`src/rtl/core/tcs_pkg.sv`:
```
// Shared constants, command codes and command type of the text terminal.
package tcs_pkg;

	localparam int COLUMNS_DEF = 80;
	localparam int ROWS_DEF = 25;
	localparam int FIFO_DEPTH = 2;

	localparam logic [7:0] CH_NEWLINE = 8'h0A;
	localparam logic [7:0] CH_BACKSPACE = 8'h08;
	localparam logic [7:0] ATTR_RESET = 8'h0F;

	localparam logic [1:0] FUNC_PUT = 2'd0;
	localparam logic [1:0] FUNC_SET = 2'd1;
	localparam logic [1:0] FUNC_READ = 2'd2;

	typedef enum logic [2:0] {
		OP_NOP,
		OP_CHAR,
		OP_NEWLINE,
		OP_BACKSPACE,
		OP_SET,
		OP_READ
	} tcs_op_t;

	typedef struct packed {
		tcs_op_t op;
		logic [7:0] ch;
		logic [7:0] at;
	} tcs_cmd_t;

endpackage

```
`src/rtl/core/tcs_cmd_fifo.sv`:
```
// Short command queue between the front end and the back end.
module tcs_cmd_fifo
	import tcs_pkg::*;
#(
	parameter int COL_W = 7,
	parameter int ROW_W = 5,
	parameter int DEPTH = FIFO_DEPTH,
	localparam int PTR_W = (DEPTH > 1) ? $clog2(DEPTH) : 1,
	localparam int CNT_W = $clog2(DEPTH + 1)
) (
	input  logic clk,
	input  logic arst_n,
	input  logic push,
	input  tcs_cmd_t push_cmd,
	input  logic [COL_W-1:0] push_col,
	input  logic [ROW_W-1:0] push_row,
	output logic full,
	output logic head_valid,
	output tcs_cmd_t head_cmd,
	output logic [COL_W-1:0] head_col,
	output logic [ROW_W-1:0] head_row,
	input  logic pop
);

	tcs_cmd_t cmd_q [DEPTH];
	logic [COL_W-1:0] col_q [DEPTH];
	logic [ROW_W-1:0] row_q [DEPTH];
	logic [PTR_W-1:0] wr_ptr_q;
	logic [PTR_W-1:0] rd_ptr_q;
	logic [CNT_W-1:0] count_q;

	assign full = (count_q == CNT_W'(DEPTH));
	assign head_valid = (count_q != '0);
	assign head_cmd = cmd_q[rd_ptr_q];
	assign head_col = col_q[rd_ptr_q];
	assign head_row = row_q[rd_ptr_q];

	always_ff @(posedge clk) begin
		if (push) begin
			cmd_q[wr_ptr_q] <= push_cmd;
			col_q[wr_ptr_q] <= push_col;
			row_q[wr_ptr_q] <= push_row;
		end
	end

	always_ff @(posedge clk or negedge arst_n) begin
		if (!arst_n) begin
			wr_ptr_q <= '0;
			rd_ptr_q <= '0;
			count_q <= '0;
		end else begin
			if (push) begin
				wr_ptr_q <= (wr_ptr_q == PTR_W'(DEPTH - 1)) ? '0 : wr_ptr_q + 1'b1;
			end
			if (pop) begin
				rd_ptr_q <= (rd_ptr_q == PTR_W'(DEPTH - 1)) ? '0 : rd_ptr_q + 1'b1;
			end
			if (push && !pop) begin
				count_q <= count_q + 1'b1;
			end else if (pop && !push) begin
				count_q <= count_q - 1'b1;
			end
		end
	end

endmodule

```
`config.mk`:
```
export PLATFORM = sky130hd
export DESIGN_NAME = tcs_cmd_fifo
export DESIGN_NICKNAME = d
export VERILOG_FILES = /design/src/rtl/core/tcs_pkg.sv /design/src/rtl/core/tcs_cmd_fifo.sv
export SDC_FILE = /design/constraint.sdc
export NUM_CORES = 1
export LEC_CHECK = 0
export ABC_AREA = 1
export BUFFER_PORTS_ARGS = -buffer_cell sky130_fd_sc_hd__buf_4
export CORE_UTILIZATION = 52
export CTS_CLUSTER_DIAMETER = 40
export CTS_CLUSTER_SIZE = 10
export DETAILED_ROUTE_END_ITERATION = 8
export GPL_ROUTABILITY_DRIVEN = 1
export HOLD_SLACK_MARGIN = 0.06
export PLACE_DENSITY = 0.79
export SETUP_SLACK_MARGIN = 0.1
export SYNTH_ARGS = -nofsm -noshare
export SYNTH_HDL_FRONTEND = slang
export SYNTH_SLANG_ARGS = --single-unit
```
`constraint.sdc`:
```
create_clock -name clk -period 3.05 [get_ports clk]
set_input_delay 0.4575 -clock clk [delete_from_list [all_inputs] [get_ports clk]]
set_output_delay 0.4575 -clock clk [all_outputs]
set_load 0.01 [all_outputs]
```
---- Word level (Yosys, flattened, before mapping) ----
Memory sizes are Yosys's and may differ from the RTL's.
Cells that the tools add are included.
operators by class
  $add $sub $neg .......................... 4
  equal/unequal tests ..................... 1
  mux-type cells .......................... 6
  reductions and logical operators ........ 6
operator list
  kind                                                                number
  1-bit two-way mux                                                   4
  2-bit two-way mux                                                   2
  2-bit nonzero test                                                  2
  1-bit adder, second input constant                                  2
  2-bit by 1-bit adder with 2-bit output, second input constant       1
  2-bit equality test, second input constant                          1
  1-bit logical AND                                                   2
  1-bit zero test                                                     2
  2-bit by 1-bit subtractor with 2-bit output, second input constant  1
storage, ports and cells
  register bits ........................... 4
  bits in writable memories ............... 62
  bits of input ports ..................... 35
  output and inout port bits .............. 33
  word-level logic and storage cells ...... 23
  memories ................................ 3
memory list
  memory  words  bits a word  rd ports  clocked after Yosys merged registers in  wr ports  line                RTL
  cmd_q   2      19           1         0                                        1         tcs_cmd_fifo.sv:25  tcs_cmd_t cmd_q [DEPTH];
  col_q   2      7            1         0                                        1         tcs_cmd_fifo.sv:26  logic [COL_W-1:0] col_q [DEPTH];
  row_q   2      5            1         0                                        1         tcs_cmd_fifo.sv:27  logic [ROW_W-1:0] row_q [DEPTH];

---- Depth between registers and ports, before layout ----
  depth in word-level cells ............... 4
  gate-level depth with buffers ........... 7
  depth with buffers taken out ............ 7

---- Worst setup path after synthesis ----
OpenSTA, ideal clock, no wires.
  kind .................................... input port to flip-flop
  start point ............................. input push
  end point ............................... memory cmd_q[0][0] (netlist bit), enable pin
  arrival ................................. 1.805 ns
  data required time ...................... 2.630 ns
  path slack .............................. 0.825 ns
  stages on the path ...................... 2
  path buffers ............................ 0
  cell sequence ........................... inv_1 > nor2_1
on the way
  word-level cells in the longest chain between the ends .. 2
RTL lines
  item                                     line                RTL
  start, declared                          tcs_cmd_fifo.sv:13  input logic push,
  1-bit two-way mux                        tcs_cmd_fifo.sv:39  if (push) begin
  1-bit two-way mux (implied by the code)  tcs_cmd_fifo.sv:40  cmd_q[wr_ptr_q] <= push_cmd;
  end, declared                            tcs_cmd_fifo.sv:25
Every way passes these cells.

---- Worst setup path after layout ----
  start point ............................. register rd_ptr_q
  end point ............................... output head_col[1]
on the way
  word-level cells in the longest chain between the ends .. 1
RTL lines
  item                    line                RTL
  start, declared         tcs_cmd_fifo.sv:29  logic [PTR_W-1:0] rd_ptr_q;
  start signal, assigned  tcs_cmd_fifo.sv:56  rd_ptr_q <= (rd_ptr_q == PTR_W'(DEPTH - 1)) ? '0 : rd_ptr_q + 1'b1;
  memory read 2 x 7 bit   -
  end, declared           tcs_cmd_fifo.sv:20  output logic [COL_W-1:0] head_col,
Every way passes these cells.

==> out/summary.log <==
qor: status.status completed
qor: synth.seq_area_frac_synth 75.5%
qor: setup_path.timing.critical_path.to_type output pin
qor: cts.cts-htree-levels 3
qor: final_layout.drive_above_1_share 57.1%
qor: timing.unrepaired_setup_endpoints_after_global_routing false
qor: power.sw_frac_of_total 27.5%
qor: drt.routed_wirelength 4060 um
qor: setup_path.timing.critical_path.arrival 1.77 ns
qor: setup_path.worst_setup_path_start_kind flop
qor: setup_path.worst_ep_required_time 2.59 ns
qor: setup_path.worst_reg2reg_path_depth 1
qor: timing.finalWorstPathRequiredPeriod 2.23 ns
qor: cts.clock_sink_count 66
qor: drt.drcViolationCount 0
qor: timing.share_of_the_clock_period_used_by_the_worst_path 73.1%
qor: cts.cts.path.max_buffers 2
qor: die.dieHeight 72.7 um
qor: synth.synth.cell_area 2600 um^2
qor: synth.synthesis.yosys.warnings 0
qor: cts.tritoncts built
qor: setup_path.rr_endpoint col_q[0][1]
qor: setup_path.setup.reg_to_reg.worst_slack 1.54 ns
qor: power.p_int 0.00216 W
qor: global_route.grt_pass1_vias 1,447
qor: timing.fin_hold_ws 0.313 ns
qor: timing.worst-slew-pin-transition 0.845 ns
qor: setup_path.timing.critical_path.slowest_cell_delay 0.66 ns
qor: cts.clockRootBuffer sky130_fd_sc_hd__clkbuf_8
qor: setup_path.worstSetupEndpoint head_col[1]
qor: drt.via_count 1,300
qor: placed_design.detailed_place.area 3140 um^2
qor: setup_path.worstReg2RegStart wr_ptr_q
qor: final_layout.antenna_cells 0
qor: die.ios 68
qor: timing.setup_viol_count_final 0
qor: cts.worst_skew_pair.late_latency 0.32 ns
qor: placed_design.placement.setup.worst_slack 1.15 ns
qor: synth.count_of_cell_types_in_the_netlist 14
qor: drt.drt-vias-per-instance 4.78
qor: global_route.grt_first_pass_wirelength 6350 um
qor: drt.ant_nets 0
qor: cts.numCtsBuffers 9
qor: power.vdd_drop_max 0.000565 V
qor: timing.timing.clock.skew 0.00766 ns
qor: synth.synthesis.nets 158
qor: die.initial_core_util 54.6%
qor: die.die-area 5280 um^2
qor: min_path.min_path_type in2reg
qor: global_route.grt_ovf 0
qor: power.power.switching 0.000821 W
qor: timing.final_hold_viol_count 0
qor: timing.setup_slack 0.820 ns
qor: timing.timing.setup.tns 0 ns
qor: global_route.grt_max_degree 32
qor: setup_path.worst-path-max-fanout 16
qor: global_route.global_route.usage.total 17.0%
qor: die.std_cell_rows 25
qor: drt.drt-pass1-iter-count 4
qor: final_layout.instances_no_fill 272
qor: setup_path.criticalPathCategory reg2out
qor: timing.maxClockFrequency 449 MHz
qor: setup_path.beginning_of_the_critical_path rd_ptr_q
qor: job.cap_viol_max_count 0
qor: drt.wl_per_cell 14.9 um
qor: global_route.initial_antenna_violation_count 0
qor: placed_design.finalWeightedCongestion 0.698
qor: drt.initialDrtViolationCount 53
qor: timing.timing.max_slew.rel_slack 43.6%
qor: synth.postSynthAreaPerCell 21.3 um^2
qor: final_layout.area_delta_synth_final 28.6%
qor: placed_design.post-place-cells 255
qor: setup_path.cp_common_cell sky130_fd_sc_hd__buf_4
qor: die.die_width 72.7 um
qor: power.clock_power_share 22.7%
qor: power.power_density 893 nW/um^2
qor: cts.path_clk_slew 0.07 ns
qor: power.leakage_dissipation 1.38 nW
qor: final_layout.fillerInstances 315
qor: cts.postCtsSetupRepairBufs 0
qor: die.core_area 4750 um^2
qor: synth.synth.ff_latch_count 66
qor: timing.report.final.slew_viol_count 0
qor: placed_design.numPortBuffers 67
qor: synth.synthCells 122
qor: power.power.share.combinational 33.0%
qor: power.seq_power_share 44.3%
qor: final_layout.final_cell_area 3340 um^2
qor: setup_path.crit_chain buf_4 -> mux2_4 -> buf_4
qor: final_layout.nets 236
qor: placed_design.place_hpwl 2860 um
qor: setup_path.critical-path-slowest-cell sky130_fd_sc_hd__dfrtp_2
-- layout make-up --
cell class              count  area [um^2]  share of cell area [%]
flip-flops and latches     66         1960                    58.8
well taps                  67         83.8                    2.51
multi-input cells          45          546                    16.3
clock inverters             5         55.1                    1.65
repair buffers             71          536                    16.0
clock buffers              11          131                    3.93
inverters                   7         26.3                   0.787
-- registers in the layout, summed over array words and instances (netlist names) --
name / flops
cmd_q: 38
col_q: 14
count_q: 2
rd_ptr_q: 1
row_q: 10
wr_ptr_q: 1
-- cells in the final DEF, fill, tap and decap left out --
cell type / n
sky130_fd_sc_hd__buf_4: 70
sky130_fd_sc_hd__edfxtp_1: 62
sky130_fd_sc_hd__mux2_4: 29
sky130_fd_sc_hd__clkbuf_8: 9
sky130_fd_sc_hd__inv_1: 7
sky130_fd_sc_hd__nand2_1: 6
sky130_fd_sc_hd__dfrtp_1: 3
sky130_fd_sc_hd__mux2_2: 2
sky130_fd_sc_hd__xor2_1: 2
sky130_fd_sc_hd__clkinvlp_4: 2
sky130_fd_sc_hd__clkbuf_1: 2
sky130_fd_sc_hd__clkinv_2: 2
sky130_fd_sc_hd__nor2_4: 1
sky130_fd_sc_hd__nor2_1: 1
sky130_fd_sc_hd__xnor2_1: 1
sky130_fd_sc_hd__nand3_1: 1
sky130_fd_sc_hd__nand4_1: 1
sky130_fd_sc_hd__ha_1: 1
sky130_fd_sc_hd__bufinv_16: 1
sky130_fd_sc_hd__dlygate4sd3_1: 1
sky130_fd_sc_hd__dfrtp_2: 1
-- worst min-delay path by stage --
stage                            from  slack (ns)  cells past startpoint          end
after floorplan                arst_n        0.16                      0   count_q[0]
after global placement         arst_n        0.25                      1   count_q[0]
after detailed placement       arst_n        0.26                      1   count_q[0]
after CTS                 push_cmd[6]        0.30                      1  cmd_q[1][6]
after global routing      push_col[1]        0.30                      1  col_q[1][1]
final                     push_col[3]        0.31                      1  col_q[1][3]
-- power by group through the flow --
stage,logic (W),registers (W),clock network [W]
6_report,0.000984,0.00132,0.000678
3_5_place_dp,0.000999,0.00134,0
4_1_cts,0.00100,0.00133,0.000690
2_1_floorplan,0.000731,0.00127,0
5_1_grt,0.00105,0.00134,0.000727
3_3_place_gp,0.000975,0.00133,0
-- worst max-delay path: cells and delay by family (launching register included) --
family	cells	cell delay (ns)
flip-flops	1	0.66
buffers and inverters	2	0.47
multiplexers	1	0.32
-- cells in the mapped netlist --
library cell               number  area share [%]
sky130_fd_sc_hd__buf_12         3             2.3
sky130_fd_sc_hd__xnor2_1        1            0.34
sky130_fd_sc_hd__ha_1           1            0.48
sky130_fd_sc_hd__mux2_2         2            0.87
sky130_fd_sc_hd__nand2_1        6            0.87
sky130_fd_sc_hd__nor2_1         2            0.29
sky130_fd_sc_hd__buf_6          1            0.43
sky130_fd_sc_hd__mux2_4        29              17
sky130_fd_sc_hd__dfrtp_1        4             3.9
sky130_fd_sc_hd__edfxtp_1      62              72
sky130_fd_sc_hd__nand3_1        1            0.19
sky130_fd_sc_hd__xor2_1         2            0.67
sky130_fd_sc_hd__nand4_1        1            0.24
sky130_fd_sc_hd__inv_1          7             1.0
-- logic make-up (layout without fill, tap and decap cells) --
logic type               Yosys count  in the layout  share of synthesized area, %
XOR/XNOR                           3              3                          1.01
buffers and inverters             11             94                          3.76
multiplexers                      31             31                          17.6
adder cells (fa/ha/maj)            1              1                         0.482
flip-flops                        66             66                          75.5
AND/OR/NAND/NOR                   10             10                          1.59
-- repair_timing --
action                                 in CTS  in global routing
endpoints found under the hold margin       4                  0
hold buffers                                1                  0
setup endpoints to repair                   0                  0
gates resized for setup                     0                  0
-- stage by stage --
stage,util (%),total power [W]
finish,70.3,0.00298
global route,70.3,0.00312
CTS,70.3,0.00302
detailed placement,66.1,0.00234
global placement,66.1,0.00230
floorplan,-,0.00200
-- layer usage --
layer	up-vias	track usage (%)	share of wire (%)
met2	49	31.3	53
li1	615	-	-
met5	-	0	0
met3	8	5.11	6.9
met1	628	16.7	38
met4	0	10.5	2.0
Power figures use the tool's default switching activity.
