File: config.mk
export PLATFORM = sky130hd
export DESIGN_NAME = tcs_front
export DESIGN_NICKNAME = d
export VERILOG_FILES = /design/src/rtl/core/tcs_pkg.sv /design/src/rtl/core/tcs_front.sv
export SDC_FILE = /design/constraint.sdc
export NUM_CORES = 1
export LEC_CHECK = 0
export ABC_AREA = 0
export BUFFER_PORTS_ARGS = -buffer_cell sky130_fd_sc_hd__buf_2
export CORE_MARGIN = 4
export CORE_UTILIZATION = 32
export CTS_CLUSTER_DIAMETER = 200
export CTS_CLUSTER_SIZE = 30
export DETAILED_ROUTE_END_ITERATION = 8
export GPL_TIMING_DRIVEN = 1
export HOLD_SLACK_MARGIN = 0.05
export PLACE_DENSITY = 0.86
export SETUP_SLACK_MARGIN = 0.3
export SYNTH_ARGS = -nofsm -noshare
export SYNTH_HDL_FRONTEND = slang
export SYNTH_SLANG_ARGS = --single-unit
File: constraint.sdc
create_clock -name clk -period 1.11 [get_ports clk]
set_input_delay 0.222 -clock clk [delete_from_list [all_inputs] [get_ports clk]]
set_output_delay 0.222 -clock clk [all_outputs]
set_load 0.005 [all_outputs]
File: src/rtl/core/tcs_pkg.sv
// Shared constants, command codes and command type of the text terminal.
package tcs_pkg;

	localparam int COLUMNS_DEF = 80;
	localparam int ROWS_DEF = 25;
	localparam int FIFO_DEPTH = 2;

	localparam logic [7:0] CH_NEWLINE = 8'h0A;
	localparam logic [7:0] CH_BACKSPACE = 8'h08;
	localparam logic [7:0] ATTR_RESET = 8'h0F;

	localparam logic [1:0] FUNC_PUT = 2'd0;
	localparam logic [1:0] FUNC_SET = 2'd1;
	localparam logic [1:0] FUNC_READ = 2'd2;

	typedef enum logic [2:0] {
		OP_NOP,
		OP_CHAR,
		OP_NEWLINE,
		OP_BACKSPACE,
		OP_SET,
		OP_READ
	} tcs_op_t;

	typedef struct packed {
		tcs_op_t op;
		logic [7:0] ch;
		logic [7:0] at;
	} tcs_cmd_t;

endpackage

File: src/rtl/core/tcs_front.sv
// Front end: input acceptance, default attribute register and command classification.
module tcs_front
	import tcs_pkg::*;
#(
	parameter int COLUMNS = COLUMNS_DEF,
	parameter int ROWS = ROWS_DEF,
	localparam int COL_W = $clog2(COLUMNS),
	localparam int ROW_W = $clog2(ROWS)
) (
	input  logic clk,
	input  logic arst_n,
	input  logic cfg_valid,
	output logic cfg_ready,
	input  logic [7:0] cfg_data,
	input  logic in_valid,
	output logic in_ready,
	input  logic [1:0] func,
	input  logic [7:0] char_code,
	input  logic [7:0] attr,
	input  logic use_default_attr,
	input  logic [COL_W-1:0] cell_col,
	input  logic [ROW_W-1:0] cell_row,
	input  logic fifo_full,
	input  logic init_busy,
	output logic push,
	output tcs_cmd_t push_cmd
);

	logic [7:0] default_attr_q;
	logic in_screen;

	assign cfg_ready = 1'b1;

	always_ff @(posedge clk or negedge arst_n) begin
		if (!arst_n) begin
			default_attr_q <= ATTR_RESET;
		end else if (cfg_valid && cfg_ready) begin
			default_attr_q <= cfg_data;
		end
	end

	assign in_ready = !fifo_full && !init_busy;
	assign push = in_valid && in_ready;

	assign in_screen = ({1'b0, cell_col} < (COL_W + 1)'(COLUMNS)) &&
		({1'b0, cell_row} < (ROW_W + 1)'(ROWS));

	always_comb begin
		push_cmd.ch = char_code;
		push_cmd.at = use_default_attr ? default_attr_q : attr;
		unique case (func)
			FUNC_PUT: begin
				if (char_code == CH_NEWLINE) begin
					push_cmd.op = OP_NEWLINE;
				end else if (char_code == CH_BACKSPACE) begin
					push_cmd.op = OP_BACKSPACE;
				end else begin
					push_cmd.op = OP_CHAR;
				end
			end
			FUNC_SET: push_cmd.op = in_screen ? OP_SET : OP_NOP;
			FUNC_READ: push_cmd.op = in_screen ? OP_READ : OP_NOP;
			default: push_cmd.op = OP_NOP;
		endcase
	end

endmodule

## After elaboration in Yosys (flattened, before gate mapping)

Cells that the tools add are included.

- Output and inout port bits: 22
- Register bits: 8
- Logic and storage cells: 19

- Eq/ne operators: 4
- Magnitude comparators: 2
- Muxes and demuxes: 6
- Reductions and logical operators: 6

Operators with widths:

| kind | number |
|---|---|
| $eq A8 B4 Y1 const B | 2 |
| $pmux W3 S3 | 1 |
| $mux W8 | 1 |
| $lt A7 B7 Y1 const B | 1 |
| $mux W3 | 2 |
| $lt A5 B5 Y1 const B | 1 |
| $mux W2 | 2 |
| $logic_and A1 B1 Y1 | 3 |
| $eq A2 B1 Y1 const B | 1 |
| $eq A2 B2 Y1 const B | 1 |
| $logic_not A1 Y1 | 2 |
| $logic_not A2 Y1 | 1 |

## Longest topological paths before layout

Gate-level depths: netlist of the first run.

- Depth after elaboration: 4
- Gate-level depth with buffers: 3

## Worst setup path after synthesis of the first run

OpenSTA, ideal clock, no wires.

- Path kind: in2out
- From: input port use_default_attr
- To: output port push_cmd[0] (netlist bit)
- Data arrival time: 0.736 ns
- Cell stages on the path: 2
- Buffers on the path: 1
- Path slack: 0.152 ns
- Required time: 0.888 ns
- Cells stage by stage: buf_2 -> mux2_2

RTL lines:

| item | line | source |
|---|---|---|
| from (decl) | tcs_front.sv:20 | `input logic use_default_attr,` |
| to (decl) | tcs_front.sv:26 | `output tcs_cmd_t push_cmd` |

==> flow_summary_export.csv, run 1 <==
group,metric,value,unit
sta,slew_violations,0,
sta,layout_setup_ws,-125.2,ps
worst_setup_path,crit_required,890,ps
sta,setup_viol,10,
worst_setup_path,path_delay_family,"flip-flops",
finish,layout-drive-gt1-share,0.8762,
clock_tree,cts_tree,"done",
place,dp.cells,116,
yosys,synth_cells,49,
yosys,ys_types,16,
sta,final-hold-violation-count,0,
finish,multi_input_comb_area,354.1,um2
sta,fin_hold_ws,200.2,ps
clock_tree,numCtsBuffers,3,
power_and_ir_drop,power_leakage,0.5298,nW
finish,top_regs,"default_attr_q x8",
worst_setup_path,end_kind,"output port",
worst_setup_path,slowest_stage,"dfrtp_1",
finish,final_cell_area,0.001035,mm2
power_and_ir_drop,vdd_drop_max,0.0007902,V
detailed_routing,via_per_inst,4.777,
floorplan,ios,67,
finish,fin_cells,121,
yosys,syn_area,564.3,um2
yosys,synth_area_per_cell,11.52,um2
grt,grt_pass1_vias,640,
sta,fmax,0.8096,GHz
clock_tree,h-tree-depth,1,
worst_setup_path,path_class,"flop to output port",
clock_tree,clock-sinks,8,
place,dp_hpwl,1333,um
grt,grt_max_degree,9,
worst_setup_path,worstSetupStartpointType,"flop",
clock_tree,cts_buffer_depth,2,
grt,overflow,0,
clock_tree,cts_setup_buffers,0,
floorplan,fp.dieH,49.99,um
min_path,hp-class,"input port to flop",
place,portBuffers,61,
sta,finalCriticalPeriod,1235,ps
detailed_routing,drt_wl_total,1625,um
yosys,ys_ff_latch,8,
finish,largest_register_ffs,8,
finish,area_growth,83.37,%
flow_run,drv_cap,0,
place,place.gp.congestion,0.6371,
grt,antenna_found_initial,0,
floorplan,rows,14,
floorplan,die_area,0.002499,mm2
finish,antenna_cells,0,
sta,final.setup.tns,-952.0,ps
sta,rsz0062_at_grt,"yes",
detailed_routing,ant_nets,0,
status,violations,"setup timing",
yosys,syn_nets,94,
finish,top_register,"default_attr_q",
floorplan,die_w,49.99,um
grt,grt_usage,0.1327,
detailed_routing,drt_iter0_markers,0,
finish,register_area,205.2,um2
yosys,synth_warnings,0,
detailed_routing,dr_total_vias,578,
worst_setup_path,max_stage_delay,380,ps
clock_tree,clock-root-buffer,"clkbuf_4",
status,status,"finished with violations",
worst_setup_path,worstPathCellList,"mux2_4 -> buf_6",
place,post_dp_cell_area,875.8,um2
clock_tree,clk_pin_slew,60,ps
finish,final_nets,151,
sta,period_share,1.113,
worst_setup_path,crit_buf_inv,1,
detailed_routing,drc,0,
floorplan,start_util,0.3579,
detailed_routing,wire_per_inst,13.43,um
detailed_routing,first_pass_iters,1,
power_and_ir_drop,power_density,895.1,mW/mm2
clock_tree,clk_latency,240,ps
sta,finClkSkew,0,ps
worst_setup_path,worst-path-max-fanout,2,
grt,grt_pass1_wl,2573,um
finish,n_fill_cell,119,
yosys,ys_seq_area_frac,0.3636,
worst_setup_path,arrival,1010,ps
floorplan,core_area,0.001577,mm2
[where the power goes]
part	switching, mW	internal (mW)	leakage, nW
logic	0.117	0.228	0.426
clock network	0.0966	0.137	0.0150
registers	0.0150	0.332	0.0888
[cell usage after synthesis (all sizes together)]
| cell type | number | area share |
|---|---|---|
| nor4 | 1 | 0.022 |
| o311ai | 1 | 0.016 |
| nand2 | 2 | 0.013 |
| dfrtp | 4 | 0.18 |
| and2 | 1 | 0.011 |
| buf | 11 | 0.14 |
| mux2 | 16 | 0.32 |
| dfstp | 4 | 0.19 |
| a31o | 1 | 0.016 |
| a21oi | 1 | 0.0089 |
| xnor2 | 1 | 0.016 |
| conb | 1 | 0.0066 |
| nor4b | 1 | 0.042 |
| o21ai | 1 | 0.0089 |
| nor2 | 3 | 0.020 |
[cell usage in the layout, fill, tap and decap left out, drive strengths merged]
cell type | synthesis | routed
a21oi | 1 | 1
conb | 1 | 1
buf | 11 | 62
a31o | 1 | 1
o311ai | 1 | 1
clkbuf | 0 | 4
dfstp | 4 | 4
dlygate4sd3 | 0 | 1
nor4b | 1 | 1
nor2 | 3 | 3
nor4 | 1 | 1
o21ai | 1 | 1
mux2 | 16 | 16
xnor2 | 1 | 1
nand2 | 2 | 2
and2 | 1 | 1
dfrtp | 4 | 4
[final timing paths]
| check | startpoint | endpoint | slack, ps | cells past startpoint |
|---|---|---|---|---|
| worst max-delay path | default_attr_q[7]$_DFFE_PN0P_ | push_cmd[7] | -130 | 2 |
| worst min-delay path | cfg_data[4] | default_attr_q[4]$_DFFE_PN0P_ | 200 | 2 |
| worst max register to register | default_attr_q[7]$_DFFE_PN0P_ | default_attr_q[7]$_DFFE_PN0P_ | 350 | 1 |
| worst min register to register | default_attr_q[4]$_DFFE_PN0P_ | default_attr_q[4]$_DFFE_PN0P_ | 510 | 1 |
| max in group asynchronous | arst_n | default_attr_q[3]$_DFFE_PN1P_ | 520 | 2 |
| min in group asynchronous | arst_n | default_attr_q[6]$_DFFE_PN0P_ | 340 | 2 |
[metal layers]
layer,vias to the layer above,wire length (um),GRT usage,share of wire
met5,-,0,0,0
met3,0,302,0.06325,0.19
met2,48,881,0.2543,0.54
met1,255,441,0.1133,0.27
met4,0,0,0.05530,0
li1,275,-,-,-
[final cells by class]
type	instances	area share
timing repair buffer	63	0.4148
clock buffer	4	0.02539
tap	16	0.01935
multi-input combinational	30	0.3422
sequential	8	0.1983
[timing repair]
| action | 4_1_cts | 5_1_grt |
|---|---|---|
| hold buffers | 1 | 0 |
| resized for setup | 17 | 5 |
| hold endpoints to repair | 8 | 0 |
| pin swaps | 9 | 5 |
| endpoints found under the setup margin | 12 | 12 |
[cell families after synthesis]
kind of cell / count (synthesis) / synth area share
simple gates: 8 / 0.1086
xor+xnor: 1 / 0.01552
mux: 16 / 0.3193
compound gates: 4 / 0.04877
other cells: 1 / 0.006646
buf+inv: 11 / 0.1375
flops: 8 / 0.3636
[metrics by stage]
step	setup WS (ps)	power, mW	util
finish	-125.2	0.9262	0.6563
detailed placement	-93.55	0.6276	0.5556
CTS	-138.6	0.9256	0.6413
global route	-173.7	0.9941	0.6563
global placement	-79.77	0.6165	0.5556
floorplan	190.7	0.5013	-
(Power assumes the default switching activity.)
==> run 2: changes to the inputs <==
CORE_MARGIN = 2   (was 4)
==> run 2 against run 1 <==
- the run still ends with setup timing left
- first-iteration DRC count up 2
- critical path depth unchanged
- highest routed layer is now met4
- clock power down 8%
- sequential cell count unchanged
- routed wire length down 9.8%
- worst hold slack better by 3.9 ps
==> flow_summary_export.csv, run 2 (synthesis results as in run 1) <==
group,metric,value,unit
detailed_routing,wire_per_inst,12.02,um
status,violations,"setup timing",
clock_tree,cts_tree,"done",
floorplan,die_area,0.002115,mm2
sta,finClkSkew,0,ps
grt,grt_pass1_wl,2132,um
grt,grt_usage,0.1427,
clock_tree,cts_buffer_depth,2,
worst_setup_path,end_kind,"output port",
floorplan,ios,67,
floorplan,fp.dieH,45.99,um
clock_tree,clk_pin_slew,50,ps
finish,largest_register_ffs,8,
grt,overflow,0,
power_and_ir_drop,power_leakage,0.5426,nW
finish,final_cell_area,0.001057,mm2
grt,grt_max_degree,9,
grt,antenna_found_initial,0,
clock_tree,clk_latency,240,ps
clock_tree,clock-sinks,8,
detailed_routing,dr_total_vias,572,
finish,fin_util,0.6259,
power_and_ir_drop,vdd_drop_max,0.0005806,V
place,place.gp.congestion,0.6274,
detailed_routing,via_per_inst,4.689,
detailed_routing,drt_iter0_markers,2,
sta,period_share,1.104,
detailed_routing,drt_wl_total,1466,um
place,portBuffers,61,
sta,fmax,0.8157,GHz
floorplan,rows,15,
finish,top_register,"default_attr_q",
finish,layout-drive-gt1-share,0.8857,
finish,final_cell_mix,"buf_2, buf_6, mux2_4",
finish,top_regs,"default_attr_q x8",
detailed_routing,first_pass_iters,4,
floorplan,die_w,45.99,um
place,dp.cells,117,
sta,fin_hold_ws,204.1,ps
status,status,"finished with violations",
floorplan,core_area,0.001689,mm2
clock_tree,numCtsBuffers,3,
floorplan,start_util,0.3341,
worst_setup_path,crit_required,890,ps
worst_setup_path,worst-path-max-fanout,2,
worst_setup_path,worstSetupStartpointType,"flop",
clock_tree,clock-root-buffer,"clkbuf_4",
grt,grt_pass1_vias,558,
finish,area_growth,87.36,%
sta,setup_viol,9,
finish,fin_cells,122,
clock_tree,h-tree-depth,1,
sta,rsz0062_at_grt,"yes",
sta,finalCriticalPeriod,1226,ps
sta,layout_setup_ws,-115.9,ps
place,post_dp_cell_area,877.1,um2
sta,final-hold-violation-count,0,
worst_setup_path,path_class,"flop to output port",
sta,slew_violations,0,
worst_setup_path,arrival,1000,ps
finish,final_nets,152,
finish,mostFrequentLayoutCell,"buf_2",
detailed_routing,ant_nets,0,
detailed_routing,drc,0,
flow_run,drv_cap,0,
power_and_ir_drop,power_density,867.5,mW/mm2
finish,antenna_cells,0,
min_path,hp-class,"input port to flop",
-- run 2: cell types whose count changed in the layout (fill, tap and decap cells not counted), sizes merged --
cell	delta
buf	+1
clkbuf	-1
-- run 2: per-layer routing --
layer	vias up	GRT usage	wire [um]	share of wire
met4	0	0.05714	20	0.014
met5	-	0	0	0
met2	25	0.2861	934	0.64
li1	276	-	-	-
met3	4	0.04762	77	0.053
met1	267	0.1244	434	0.30
-- run 2: critical path, cell delays in order, from the launching register on --
cell and delay, ps:
dfrtp_1 380, mux2_4 260, buf_6 110
-- run 2: path summary, 6_finish.rpt --
kind | startpoint | endpoint | slack (ps) | depth (start not counted)
max | default_attr_q[4]$_DFFE_PN0P_ | push_cmd[4] | -120 | 2
min | cfg_data[3] | default_attr_q[3]$_DFFE_PN1P_ | 200 | 2
max reg2reg | default_attr_q[5]$_DFFE_PN0P_ | default_attr_q[5]$_DFFE_PN0P_ | 240 | 2
min reg2reg | default_attr_q[7]$_DFFE_PN0P_ | default_attr_q[7]$_DFFE_PN0P_ | 510 | 1
max in group asynchronous | arst_n | default_attr_q[0]$_DFFE_PN1P_ | 530 | 2
min in group asynchronous | arst_n | default_attr_q[4]$_DFFE_PN0P_ | 340 | 2
-- run 2: what timing repair did --
| item | 4_1_cts | 5_1_grt |
|---|---|---|
| endpoints found under the setup margin | 12 | 13 |
| hold buffers | 1 | 0 |
| buffers inserted | 1 | 0 |
| pin swaps | 8 | 4 |
| endpoints found under the hold margin | 8 | 0 |
| resized for setup | 20 | 8 |
-- run 2: cell type report --
cell class / instances / area [um2]
Clock buffer: 3 / 22.52
Fill cell: 141 / 631.9
Multi-Input combinational cell: 30 / 357.8
Sequential cell: 8 / 205.2
Tap cell: 17 / 21.27
Timing Repair Buffer: 64 / 450.4
-- run 2: report_power, final --
group / internal, mW / switching (mW) / total, mW
clock: 0.123 / 0.0919 / 0.215
combinational: 0.240 / 0.116 / 0.355
sequential: 0.332 / 0.0146 / 0.347
-- run 2: through the flow --
| step | setup TNS [ps] | power, mW | setup slack [ps] |
|---|---|---|---|
| final | -926.9 | 0.9171 | -115.9 |
| after global routing | -1375 | 0.9842 | -161.1 |
| after CTS | -1092 | 0.9284 | -131.4 |
| after detailed placement | -334.1 | 0.6282 | -89.87 |
| after global placement | -182.7 | 0.6120 | -75.32 |
| after floorplan | 0 | 0.5013 | 190.7 |
